--- config.mk ---
export PLATFORM = sky130hd
export DESIGN_NAME = pixel_to_split_plane_converter_flat
export DESIGN_NICKNAME = d
export VERILOG_FILES = /design/src/design/ptsp_pkg.sv /design/src/design/ptsp_pix_if.sv /design/src/design/ptsp_plane_if.sv /design/src/design/pixel_to_split_plane_converter.sv /design/src/flat_wrapper.sv
export SDC_FILE = /design/constraint.sdc
export NUM_CORES = 1
export LEC_CHECK = 0
export BUFFER_PORTS_ARGS = -buffer_cell sky130_fd_sc_hd__buf_2
export CAP_MARGIN = 20
export CORE_MARGIN = 2
export CORE_UTILIZATION = 29
export CTS_CLUSTER_SIZE = 14
export DETAILED_ROUTE_END_ITERATION = 12
export SYNTH_ARGS = -nofsm -noshare
export SYNTH_HDL_FRONTEND = slang
export SYNTH_SLANG_ARGS = --single-unit
--- constraint.sdc ---
create_clock -name clk -period 2.2 [get_ports clk]
set_clock_uncertainty 0.1 [all_clocks]
set_input_delay 0.11 -clock clk [delete_from_list [all_inputs] [get_ports clk]]
set_output_delay 0.11 -clock clk [all_outputs]
set_load 0.005 [all_outputs]
--- src/design/ptsp_pkg.sv ---
// ----------------------------------------------------------------------------
// ptsp_pkg: shared definitions for the pixel to split-plane converter
// Source format codes, register indexes and field widths.
// ----------------------------------------------------------------------------
`default_nettype none

package ptsp_pkg;

  localparam int PIXEL_W     = 32;
  localparam int HIGH_W      = 16;
  localparam int LOW_W       = 8;
  localparam int COMP_W      = 8;
  localparam int CFG_IDX_W   = 2;
  localparam int CFG_DATA_W  = 3;

  // source layout codes
  typedef enum logic [2:0] {
    FMT_BGR323 = 3'd0,
    FMT_565    = 3'd1,
    FMT_1555   = 3'd2,
    FMT_888    = 3'd3,
    FMT_8888   = 3'd4
  } fmt_t;

  // configuration register indexes
  localparam logic [CFG_IDX_W-1:0] CFG_IDX_FORMAT = 2'd0;
  localparam logic [CFG_IDX_W-1:0] CFG_IDX_SWAP   = 2'd1;

endpackage

`default_nettype wire

--- src/design/ptsp_pix_if.sv ---
// ----------------------------------------------------------------------------
// ptsp_pix_if: source pixel channel
// Valid/ready channel carrying one source pixel word per beat.
// ----------------------------------------------------------------------------
`default_nettype none

interface ptsp_pix_if
  import ptsp_pkg::*;
();
  logic               valid;
  logic               ready;
  logic [PIXEL_W-1:0] pixel_word;

  modport source (output valid, output pixel_word, input ready);
  modport sink   (input valid, input pixel_word, output ready);
endinterface

`default_nettype wire

--- src/design/ptsp_plane_if.sv ---
// ----------------------------------------------------------------------------
// ptsp_plane_if: split-plane result channel
// Valid/ready channel carrying the 5-6-5 high plane and 3-2-3 low plane.
// ----------------------------------------------------------------------------
`default_nettype none

interface ptsp_plane_if
  import ptsp_pkg::*;
();
  logic              valid;
  logic              ready;
  logic [HIGH_W-1:0] high_plane;
  logic [LOW_W-1:0]  low_plane;

  modport source (output valid, output high_plane, output low_plane, input ready);
  modport sink   (input valid, input high_plane, input low_plane, output ready);
endinterface

`default_nettype wire

--- src/design/pixel_to_split_plane_converter.sv ---
// ----------------------------------------------------------------------------
// pixel_to_split_plane_converter: pixel word to 565 + 323 residual planes
// Decodes the configured source layout to 8-bit RGB, optionally swaps red
// and blue, and splits the color into a 5-6-5 high plane and a low residual.
// ----------------------------------------------------------------------------
// Path: an accepted input beat passes the stage 1, 2 and 3 registers to its output beat.
// Throughput: one beat per cycle; the three stage registers each stall
//   only when the stage ahead is full and blocked.
// Reset (rst_n low, synchronous): stage valid bits clear, source_format
//   returns to bgr323 and swap_red_blue to off.
// ----------------------------------------------------------------------------
`default_nettype none

module pixel_to_split_plane_converter
  import ptsp_pkg::*;
(
  input  wire logic                  clk,
  input  wire logic                  rst_n,
  input  wire logic                  cfg_we,
  input  wire logic [CFG_IDX_W-1:0]  cfg_idx,
  input  wire logic [CFG_DATA_W-1:0] cfg_wdata,
  ptsp_pix_if.sink                   in_pix,
  ptsp_plane_if.source               out_plane
);

  // widen narrow components by replicating their top bits
  function automatic logic [COMP_W-1:0] widen3(input logic [2:0] v);
    widen3 = {v, v, v[2:1]};
  endfunction

  function automatic logic [COMP_W-1:0] widen2(input logic [1:0] v);
    widen2 = {v, v, v, v};
  endfunction

  function automatic logic [COMP_W-1:0] widen5(input logic [4:0] v);
    widen5 = {v, v[4:2]};
  endfunction

  function automatic logic [COMP_W-1:0] widen6(input logic [5:0] v);
    widen6 = {v, v[5:4]};
  endfunction

  // configuration registers
  fmt_t fmt_cfg_r;
  logic swap_cfg_r;

  always_ff @(posedge clk) begin
    if (!rst_n) begin
      fmt_cfg_r  <= FMT_BGR323;
      swap_cfg_r <= 1'b0;
    end else if (cfg_we) begin
      if (cfg_idx == CFG_IDX_FORMAT) begin
        fmt_cfg_r <= fmt_t'(cfg_wdata[2:0]);
      end
      if (cfg_idx == CFG_IDX_SWAP) begin
        swap_cfg_r <= cfg_wdata[0];
      end
    end
  end

  // stage registers and handshake
  logic               s1_v_r, s2_v_r, s3_v_r;
  logic               s1_ld, s2_ld, s3_ld;
  logic [PIXEL_W-1:0] pix1_r;
  fmt_t               fmt1_r;
  logic               swap1_r, swap2_r;
  logic [COMP_W-1:0]  red2_r, grn2_r, blu2_r;
  logic [COMP_W-1:0]  red2_nxt, grn2_nxt, blu2_nxt;
  logic [COMP_W-1:0]  red3, blu3;
  logic [HIGH_W-1:0]  high3_r;
  logic [LOW_W-1:0]   low3_r;

  assign s3_ld        = !s3_v_r || out_plane.ready;
  assign s2_ld        = !s2_v_r || s3_ld;
  assign s1_ld        = !s1_v_r || s2_ld;
  assign in_pix.ready = s1_ld;

  always_ff @(posedge clk) begin
    if (!rst_n) begin
      s1_v_r <= 1'b0;
      s2_v_r <= 1'b0;
      s3_v_r <= 1'b0;
    end else begin
      if (s1_ld) s1_v_r <= in_pix.valid;
      if (s2_ld) s2_v_r <= s1_v_r;
      if (s3_ld) s3_v_r <= s2_v_r;
    end
  end

  // stage 1: capture pixel with the settings it is converted under
  always_ff @(posedge clk) begin
    if (s1_ld) begin
      pix1_r  <= in_pix.pixel_word;
      fmt1_r  <= fmt_cfg_r;
      swap1_r <= swap_cfg_r;
    end
  end

  // stage 2: layout decode to 8-bit components
  always_comb begin
    red2_nxt = '0;
    grn2_nxt = '0;
    blu2_nxt = '0;
    unique case (fmt1_r) inside
      FMT_BGR323: begin
        red2_nxt = widen3(pix1_r[2:0]);
        grn2_nxt = widen2(pix1_r[4:3]);
        blu2_nxt = widen3(pix1_r[7:5]);
      end
      FMT_565: begin
        red2_nxt = widen5(pix1_r[4:0]);
        grn2_nxt = widen6(pix1_r[10:5]);
        blu2_nxt = widen5(pix1_r[15:11]);
      end
      FMT_1555: begin
        red2_nxt = widen5(pix1_r[4:0]);
        grn2_nxt = widen5(pix1_r[9:5]);
        blu2_nxt = widen5(pix1_r[14:10]);
      end
      FMT_888, FMT_8888: begin
        red2_nxt = pix1_r[7:0];
        grn2_nxt = pix1_r[15:8];
        blu2_nxt = pix1_r[23:16];
      end
      default: begin
        // unknown layout decodes to black
        red2_nxt = '0;
        grn2_nxt = '0;
        blu2_nxt = '0;
      end
    endcase
  end

  always_ff @(posedge clk) begin
    if (s2_ld) begin
      red2_r  <= red2_nxt;
      grn2_r  <= grn2_nxt;
      blu2_r  <= blu2_nxt;
      swap2_r <= swap1_r;
    end
  end

  // stage 3: red/blue swap and plane packing
  assign red3 = swap2_r ? blu2_r : red2_r;
  assign blu3 = swap2_r ? red2_r : blu2_r;

  always_ff @(posedge clk) begin
    if (s3_ld) begin
      high3_r <= {red3[7:3], grn2_r[7:2], blu3[7:3]};
      low3_r  <= {red3[2:0], grn2_r[1:0], blu3[2:0]};
    end
  end

  assign out_plane.valid      = s3_v_r;
  assign out_plane.high_plane = high3_r;
  assign out_plane.low_plane  = low3_r;

  // checks
  a_ready_low_full: assert property (@(posedge clk) disable iff (!rst_n)
    !in_pix.ready |-> (s1_v_r && s2_v_r && s3_v_r))
    else $error("input stalled with a bubble in the pipeline");

  a_s2_hold: assert property (@(posedge clk) disable iff (!rst_n)
    (s2_v_r && !s3_ld) |=> ($stable(red2_r) && $stable(grn2_r) && $stable(blu2_r)))
    else $error("decode stage changed while stalled");

  // codes above the last named layout are unknown
  a_unknown_black: assert property (@(posedge clk) disable iff (!rst_n)
    (s2_ld && s1_v_r && (fmt1_r > FMT_8888))
    |=> (red2_r == '0 && grn2_r == '0 && blu2_r == '0))
    else $error("unknown layout did not decode to black");

  a_accept_fills: assert property (@(posedge clk) disable iff (!rst_n)
    (in_pix.valid && in_pix.ready) |=> s1_v_r)
    else $error("accepted beat lost at stage 1");

endmodule

`default_nettype wire

--- src/flat_wrapper.sv ---
// flat-port wrapper written by rule: the top's interface ports become plain ports
module pixel_to_split_plane_converter_flat import ptsp_pkg::*;
  (clk, rst_n, cfg_we, cfg_idx, cfg_wdata, in_pix_valid, in_pix_pixel_word, in_pix_ready, out_plane_valid, out_plane_high_plane, out_plane_low_plane, out_plane_ready);
  ptsp_pix_if in_pix_i ();
  ptsp_plane_if out_plane_i ();
  input  wire logic clk;
  input  wire logic rst_n;
  input  wire logic cfg_we;
  input  wire logic [CFG_IDX_W-1:0] cfg_idx;
  input  wire logic [CFG_DATA_W-1:0] cfg_wdata;
  input wire logic [$bits(in_pix_i.valid)-1:0] in_pix_valid;
  input wire logic [$bits(in_pix_i.pixel_word)-1:0] in_pix_pixel_word;
  output wire logic [$bits(in_pix_i.ready)-1:0] in_pix_ready;
  output wire logic [$bits(out_plane_i.valid)-1:0] out_plane_valid;
  output wire logic [$bits(out_plane_i.high_plane)-1:0] out_plane_high_plane;
  output wire logic [$bits(out_plane_i.low_plane)-1:0] out_plane_low_plane;
  input wire logic [$bits(out_plane_i.ready)-1:0] out_plane_ready;
  assign in_pix_i.valid = in_pix_valid;
  assign in_pix_i.pixel_word = in_pix_pixel_word;
  assign in_pix_ready = in_pix_i.ready;
  assign out_plane_valid = out_plane_i.valid;
  assign out_plane_high_plane = out_plane_i.high_plane;
  assign out_plane_low_plane = out_plane_i.low_plane;
  assign out_plane_i.ready = out_plane_ready;
  pixel_to_split_plane_converter u_core (.clk(clk), .rst_n(rst_n), .cfg_we(cfg_we), .cfg_idx(cfg_idx), .cfg_wdata(cfg_wdata), .in_pix(in_pix_i), .out_plane(out_plane_i));
endmodule
==> results of run 1 <==
flip-flops by register name (all words and copies together), names as in the netlist:
signal / count
u_core.swap2_r: 1
u_core.s2_v_r: 1
u_core.out_plane.high_plane: 16
u_core.grn2_r: 8
u_core.fmt_cfg_r: 3
u_core.s1_v_r: 1
u_core.red2_r: 8
u_core.blu2_r: 8
u_core.fmt1_r: 3
u_core.out_plane.low_plane: 8
u_core.swap1_r: 1
u_core.swap_cfg_r: 1
u_core.out_plane.valid: 1
u_core.pix1_r: 24
area by class of cell:
type	instances	area [um2]	share of cell area [%]
clock buffer	9	225	4.67
clock inverter	7	100	2.08
inverter	3	11.3	0.234
multi-input combinational	136	1150	23.8
sequential	84	2450	50.9
tap	172	215	4.46
timing repair buffer	98	671	13.9
worst max-delay path, stage by stage, from the launching register on:
cell and delay [ps]:
edfxtp_1 680, buf_4 400, mux2i_1 230, nor2_1 50, or3_1 300
path summary, 6_finish.rpt:
path                                                 start                                      end  slack [ps]
worst max-delay path            u_core.fmt1_r[0]$_DFFE_PP_               u_core.grn2_r[6]$_DFFE_PP_         180
worst min-delay path                       out_plane_ready      u_core.out_plane.valid$_SDFFE_PN0P_          20
worst max register to register  u_core.fmt1_r[0]$_DFFE_PP_               u_core.grn2_r[6]$_DFFE_PP_         180
worst min register to register  u_core.grn2_r[1]$_DFFE_PP_  u_core.out_plane.low_plane[4]$_DFFE_PP_         320
power breakdown:
group	internal, mW	switching (mW)	total [mW]
combinational	0.204	0.135	0.339
sequential	1.90	0.0717	1.98
clock	1.00	0.620	1.62
Yosys cell counts (2+ instances only):
library cell   n  area (um2)
o32ai_1        8        70.1
mux2_2        18         203
nor2b_1        9        56.3
a221o_1        2        20.0
and3_1         6        37.5
dfxtp_1        7         140
nand3b_1       5        37.5
a22o_1         5        43.8
buf_2          7        35.0
nand3_1        5        25.0
edfxtp_1      77        2310
o2bb2ai_1      2        17.5
nor3_1         2        10.0
buf_6          6        67.6
mux4_2         3        67.6
inv_1          3        11.3
a211o_1        3        26.3
mux4_1         3        78.8
buf_4          2        15.0
nor3b_1        8        60.1
nand2_1        8        30.0
a211o_2        2        20.0
and2_1         2        12.5
o21ai_0        2        10.0
nor2_1         6        22.5
mux2i_1       14         140
nand2b_1       9        56.3
a21oi_1        6        30.0
placed cells by master (no fill, tap or decap), types with 2 or more instances in the layout:
cell type / count
nand3b_1: 5
and2_1: 2
edfxtp_1: 77
a221o_1: 2
mux4_2: 3
nand2b_1: 9
nor2b_1: 8
clkbuf_16: 9
a21oi_1: 6
nor2_1: 6
mux4_1: 3
mux2i_1: 14
o21ai_0: 2
bufinv_16: 2
buf_4: 6
nand3_1: 5
a211o_2: 2
a22o_1: 5
and3_1: 6
a211o_1: 3
dfxtp_1: 7
dlygate4sd3_1: 33
nor3b_1: 8
nor3_1: 2
mux2_2: 18
o32ai_1: 8
o2bb2ai_1: 2
nand2_1: 8
clkinvlp_4: 3
inv_1: 3
buf_2: 59
per-layer routing:
layer | up-vias | wire, um
li1 | 1124 | -
met1 | 1116 | 3330
met2 | 75 | 3210
met3 | 6 | 411
met4 | 0 | 70
met5 | - | 0
through the flow:
stage	instance area [um2]	hold slack [ps]	utilization, %
final	4820	19.3	38.4
after global placement	4160	188	33.1
after CTS	4820	35.7	38.3
after detailed placement	4160	188	33.1
after global routing	4820	24.9	38.4
after floorplan	3730	109	-
cell families (layout without fill, tap and decap cells):
kind of cell           after synthesis  after routing  synth area share, %
AO/OA/AOI/OAI                       33             33                 6.98
buffers and inverters               19            117                 3.56
flip-flops                          84             84                 65.7
multiplexers                        38             38                 13.1
AND/OR/NAND/NOR                     65             65                 10.6
what timing repair did:
item / CTS / global route
endpoints found under the hold margin: 31 / 0
setup endpoints to repair: 0 / 1
resized for setup: 0 / 1
hold buffers: 33 / 0
==> out/results.ini, run 1 <==
[floorplan]
die_h_um=117
dieArea_um2=13800
coreArea_um2=12600
initial_core_util_pct=29.7
die_width_um=117
row_count=41
boundaryPins=68

[cts]
cts.sinks=84
tritoncts=yes
insertion_delay_ps=330
cts_made_buffers=9
postCtsSetupBuffers=0
htreeDepth=3
clkTransAtPathRegs_ps=70
cts_root_buf=clkbuf_16
clockBufferDepth=2

[synth]
avgSynthCellArea_um2=15.6
dominantRegCellSynth=edfxtp_1
synthCells=239
synthArstFlopShare_pct=0
synth_nets=281
ys_warn_count=0
syn_area_um2=3730
synth-seq-area-share_pct=65.7
synth_edf_count=77
synth_cell_types=37
ys_ff_latch=84

[timing]
setup_tns_ps=0
hold_viol=0
setup_slack_ps=185
setup_viol=0
relSlewSlack_pct=58.1
fmax_mhz=496
fin_crit_ps=2020
worst_pin_slew_ps=629
slew_viol_final=0
fin_crit_sh_pct=91.6
rsz0062_at_grt=no

[global_routing]
grt_usage_pct=10.4
grt_pass1_wl_um=11300
busiest_layer=met2
gr-total-overflow=0
antenna_found_initial=0
use_met1_pct=14.2
globalRouteMet2Util_pct=15.7
grt_max_degree=44
grt_pass1_vias=2189
met3_usage_pct=3.26

[setup_path]
cp_max_fo=31
cp.required_ps=2180
rr_worst_depth=4
arrival_ps=2000
cp-start-kind=flop
path_class=reg2reg
crit_path_end_kind=flop

[placement]
place_hpwl_um=4840
place_worst_setup_slack_ps=180
gp_congestion=0.854
port_buffers=59
dpl.cell_count=460

[route]
vias=2321
ant_nets=0
wl_per_cell_um=13.8
first_pass_iters=4
drc=0
drt_iter0_markers=128
drt-total-wl_um=7030
avgViaCountPerCell=4.56

[hold_path]
hold_depth=3
hp-class=in2reg

[run_status]
status=complete, no violations

[power_and_ir_drop]
vdd_drop_max_v=0.000378
p_per_area_nw_per_um2=816
power.total_mw=3.93
p_leak_nw=1.83

[run]
cap_viol_max_count=0

[layout]
area_growth_pct=29.3
layout.cells.non_filler=509
nFillCells=1188
diodes=0
nets=374
drive_gt1_share_pct=32.0

Note: power is estimated with default switching activity, not from simulation.
==> run 2: changes to the inputs <==
--- a/config.mk
+++ b/config.mk
@@ -11,6 +11,7 @@
 export CORE_UTILIZATION = 29
 export CTS_CLUSTER_SIZE = 14
 export DETAILED_ROUTE_END_ITERATION = 12
+export PLACE_DENSITY = 0.58
 export SYNTH_ARGS = -nofsm -noshare
 export SYNTH_HDL_FRONTEND = slang
 export SYNTH_SLANG_ARGS = --single-unit
==> run 2 against run 1 <==
Net effect: clock power down 3%; sequential share of layout area up 0.092 points; maximum frequency down 0.50%; non-clock buffer count unchanged; sequential power about the same; register-to-register slack about the same; via count down 1.3%; die area unchanged; critical endpoint unchanged.
==> out/results.ini, run 2 (synthesis gave the netlist of run 1 again) <==
[setup_path]
cp-start-kind=flop
r2r_setup_slack_ps=170
crit_path_end_kind=flop
cp_max_fo=31
rr_worst_depth=4
cp.required_ps=2180
arrival_ps=2000
path_class=reg2reg

[route]
drt_iter0_markers=127
first_pass_iters=4
drt-total-wl_um=7090
avgViaCountPerCell=4.50
wl_per_cell_um=13.9
vias=2290
drc=0
ant_nets=0

[timing]
setup_viol=0
fmax_mhz=494
setup_slack_ps=175
hold_viol=0
fin_crit_ps=2030
rsz0062_at_grt=no
worst_pin_slew_ps=591
fin_crit_sh_pct=92.1
setup_tns_ps=0
slew_viol_final=0
relSlewSlack_pct=60.6

[layout]
final_cell_mix=edfxtp_1, buf_2, dlygate4sd3_1
seq_area_um2=2450
multiInputGateArea_um2=1150
top_register=u_core.pix1_r
mostFrequentLayoutCell=edfxtp_1
drive_gt1_share_pct=31.8
diodes=0
largest_reg_flops=24
nets=374
area_growth_pct=29.1
nFillCells=1194

[placement]
port_buffers=59
gp_congestion=0.846
place_worst_setup_slack_ps=194
place_hpwl_um=4810

[cts]
cts_root_buf=clkbuf_16
postCtsSetupBuffers=0
insertion_delay_ps=330
cts.sinks=84
htreeDepth=3
cts_made_buffers=9
clockBufferDepth=2
tritoncts=yes
clkTransAtPathRegs_ps=60

[floorplan]
dieArea_um2=13800
coreArea_um2=12600
boundaryPins=68
die_h_um=117
row_count=41
die_width_um=117
initial_core_util_pct=29.7

[global_routing]
grt_usage_pct=10.6
grt_pass1_wl_um=11500
grt_max_degree=44
gr-total-overflow=0
antenna_found_initial=0
grt_pass1_vias=2310

[power_and_ir_drop]
p_leak_nw=1.84
p_per_area_nw_per_um2=807
vdd_drop_max_v=0.000403

[run]
cap_viol_max_count=0

[hold_path]
hold_depth=3
hp-class=in2reg

[run_status]
status=complete, no violations

run 2: cell count changes in the layout (fill, tap and decap cells not counted), sizes merged:
| cell | before | now |
|---|---|---|
| clkinv | 1 | 5 |
| clkinvlp | 3 | 0 |
| inv | 4 | 3 |
run 2: layout make-up:
class | count | share of cell area (%)
clock buffers | 9 | 4.68
clock inverters | 7 | 1.90
inverters | 3 | 0.234
multi-input cells | 136 | 23.8
flip-flops and latches | 84 | 50.9
well taps | 172 | 4.47
repair buffers | 98 | 13.9
run 2: routing by layer:
| metal | share of wire [%] | track usage (%) | up-vias |
|---|---|---|---|
| met2 | 45 | 16.3 | 66 |
| li1 | - | - | 1127 |
| met3 | 5.0 | 2.92 | 14 |
| met1 | 48 | 14.1 | 1083 |
| met5 | 0 | 0 | - |
| met4 | 1.8 | 4.37 | 0 |
run 2: timing repair:
action	in CTS	in global routing
setup endpoints to repair	0	1
hold buffers	33	0
resized for setup	0	1
hold endpoints to repair	31	0
run 2: per-stage QoR:
step / cells / utilization (%) / total power [mW] / hold slack (ps) / instance area, um2
floorplan: 239 / - / 2.17 / 109 / 3730
global placement: 460 / 33.1 / 2.30 / 188 / 4160
detailed placement: 460 / 33.1 / 2.31 / 188 / 4160
CTS: 509 / 38.3 / 3.93 / 33.6 / 4810
global route: 509 / 38.3 / 4.05 / 30.6 / 4810
finish: 509 / 38.3 / 3.88 / 20.4 / 4810
run 2: path summary, 6_finish.rpt:
kind / from / endpoint
worst min register to register: u_core.grn2_r[6]$_DFFE_PP_ / u_core.out_plane.high_plane[9]$_DFFE_PP_
worst max-delay path: u_core.fmt1_r[0]$_DFFE_PP_ / u_core.grn2_r[6]$_DFFE_PP_
worst min-delay path: out_plane_ready / u_core.out_plane.valid$_SDFFE_PN0P_
worst max register to register: u_core.fmt1_r[0]$_DFFE_PP_ / u_core.grn2_r[6]$_DFFE_PP_
run 2: worst max-delay path: stages (launching register included):
cell	delay (ps)
edfxtp_1	690
buf_4	400
mux2i_1	220
nor2_1	60
or3_1	300
run 2: power by group:
group / switching [mW] / internal (mW) / total [mW]
Clock: 0.581 / 0.989 / 1.57
Combinational: 0.136 / 0.205 / 0.340
Sequential: 0.0697 / 1.90 / 1.97
Total: 0.786 / 3.10 / 3.88
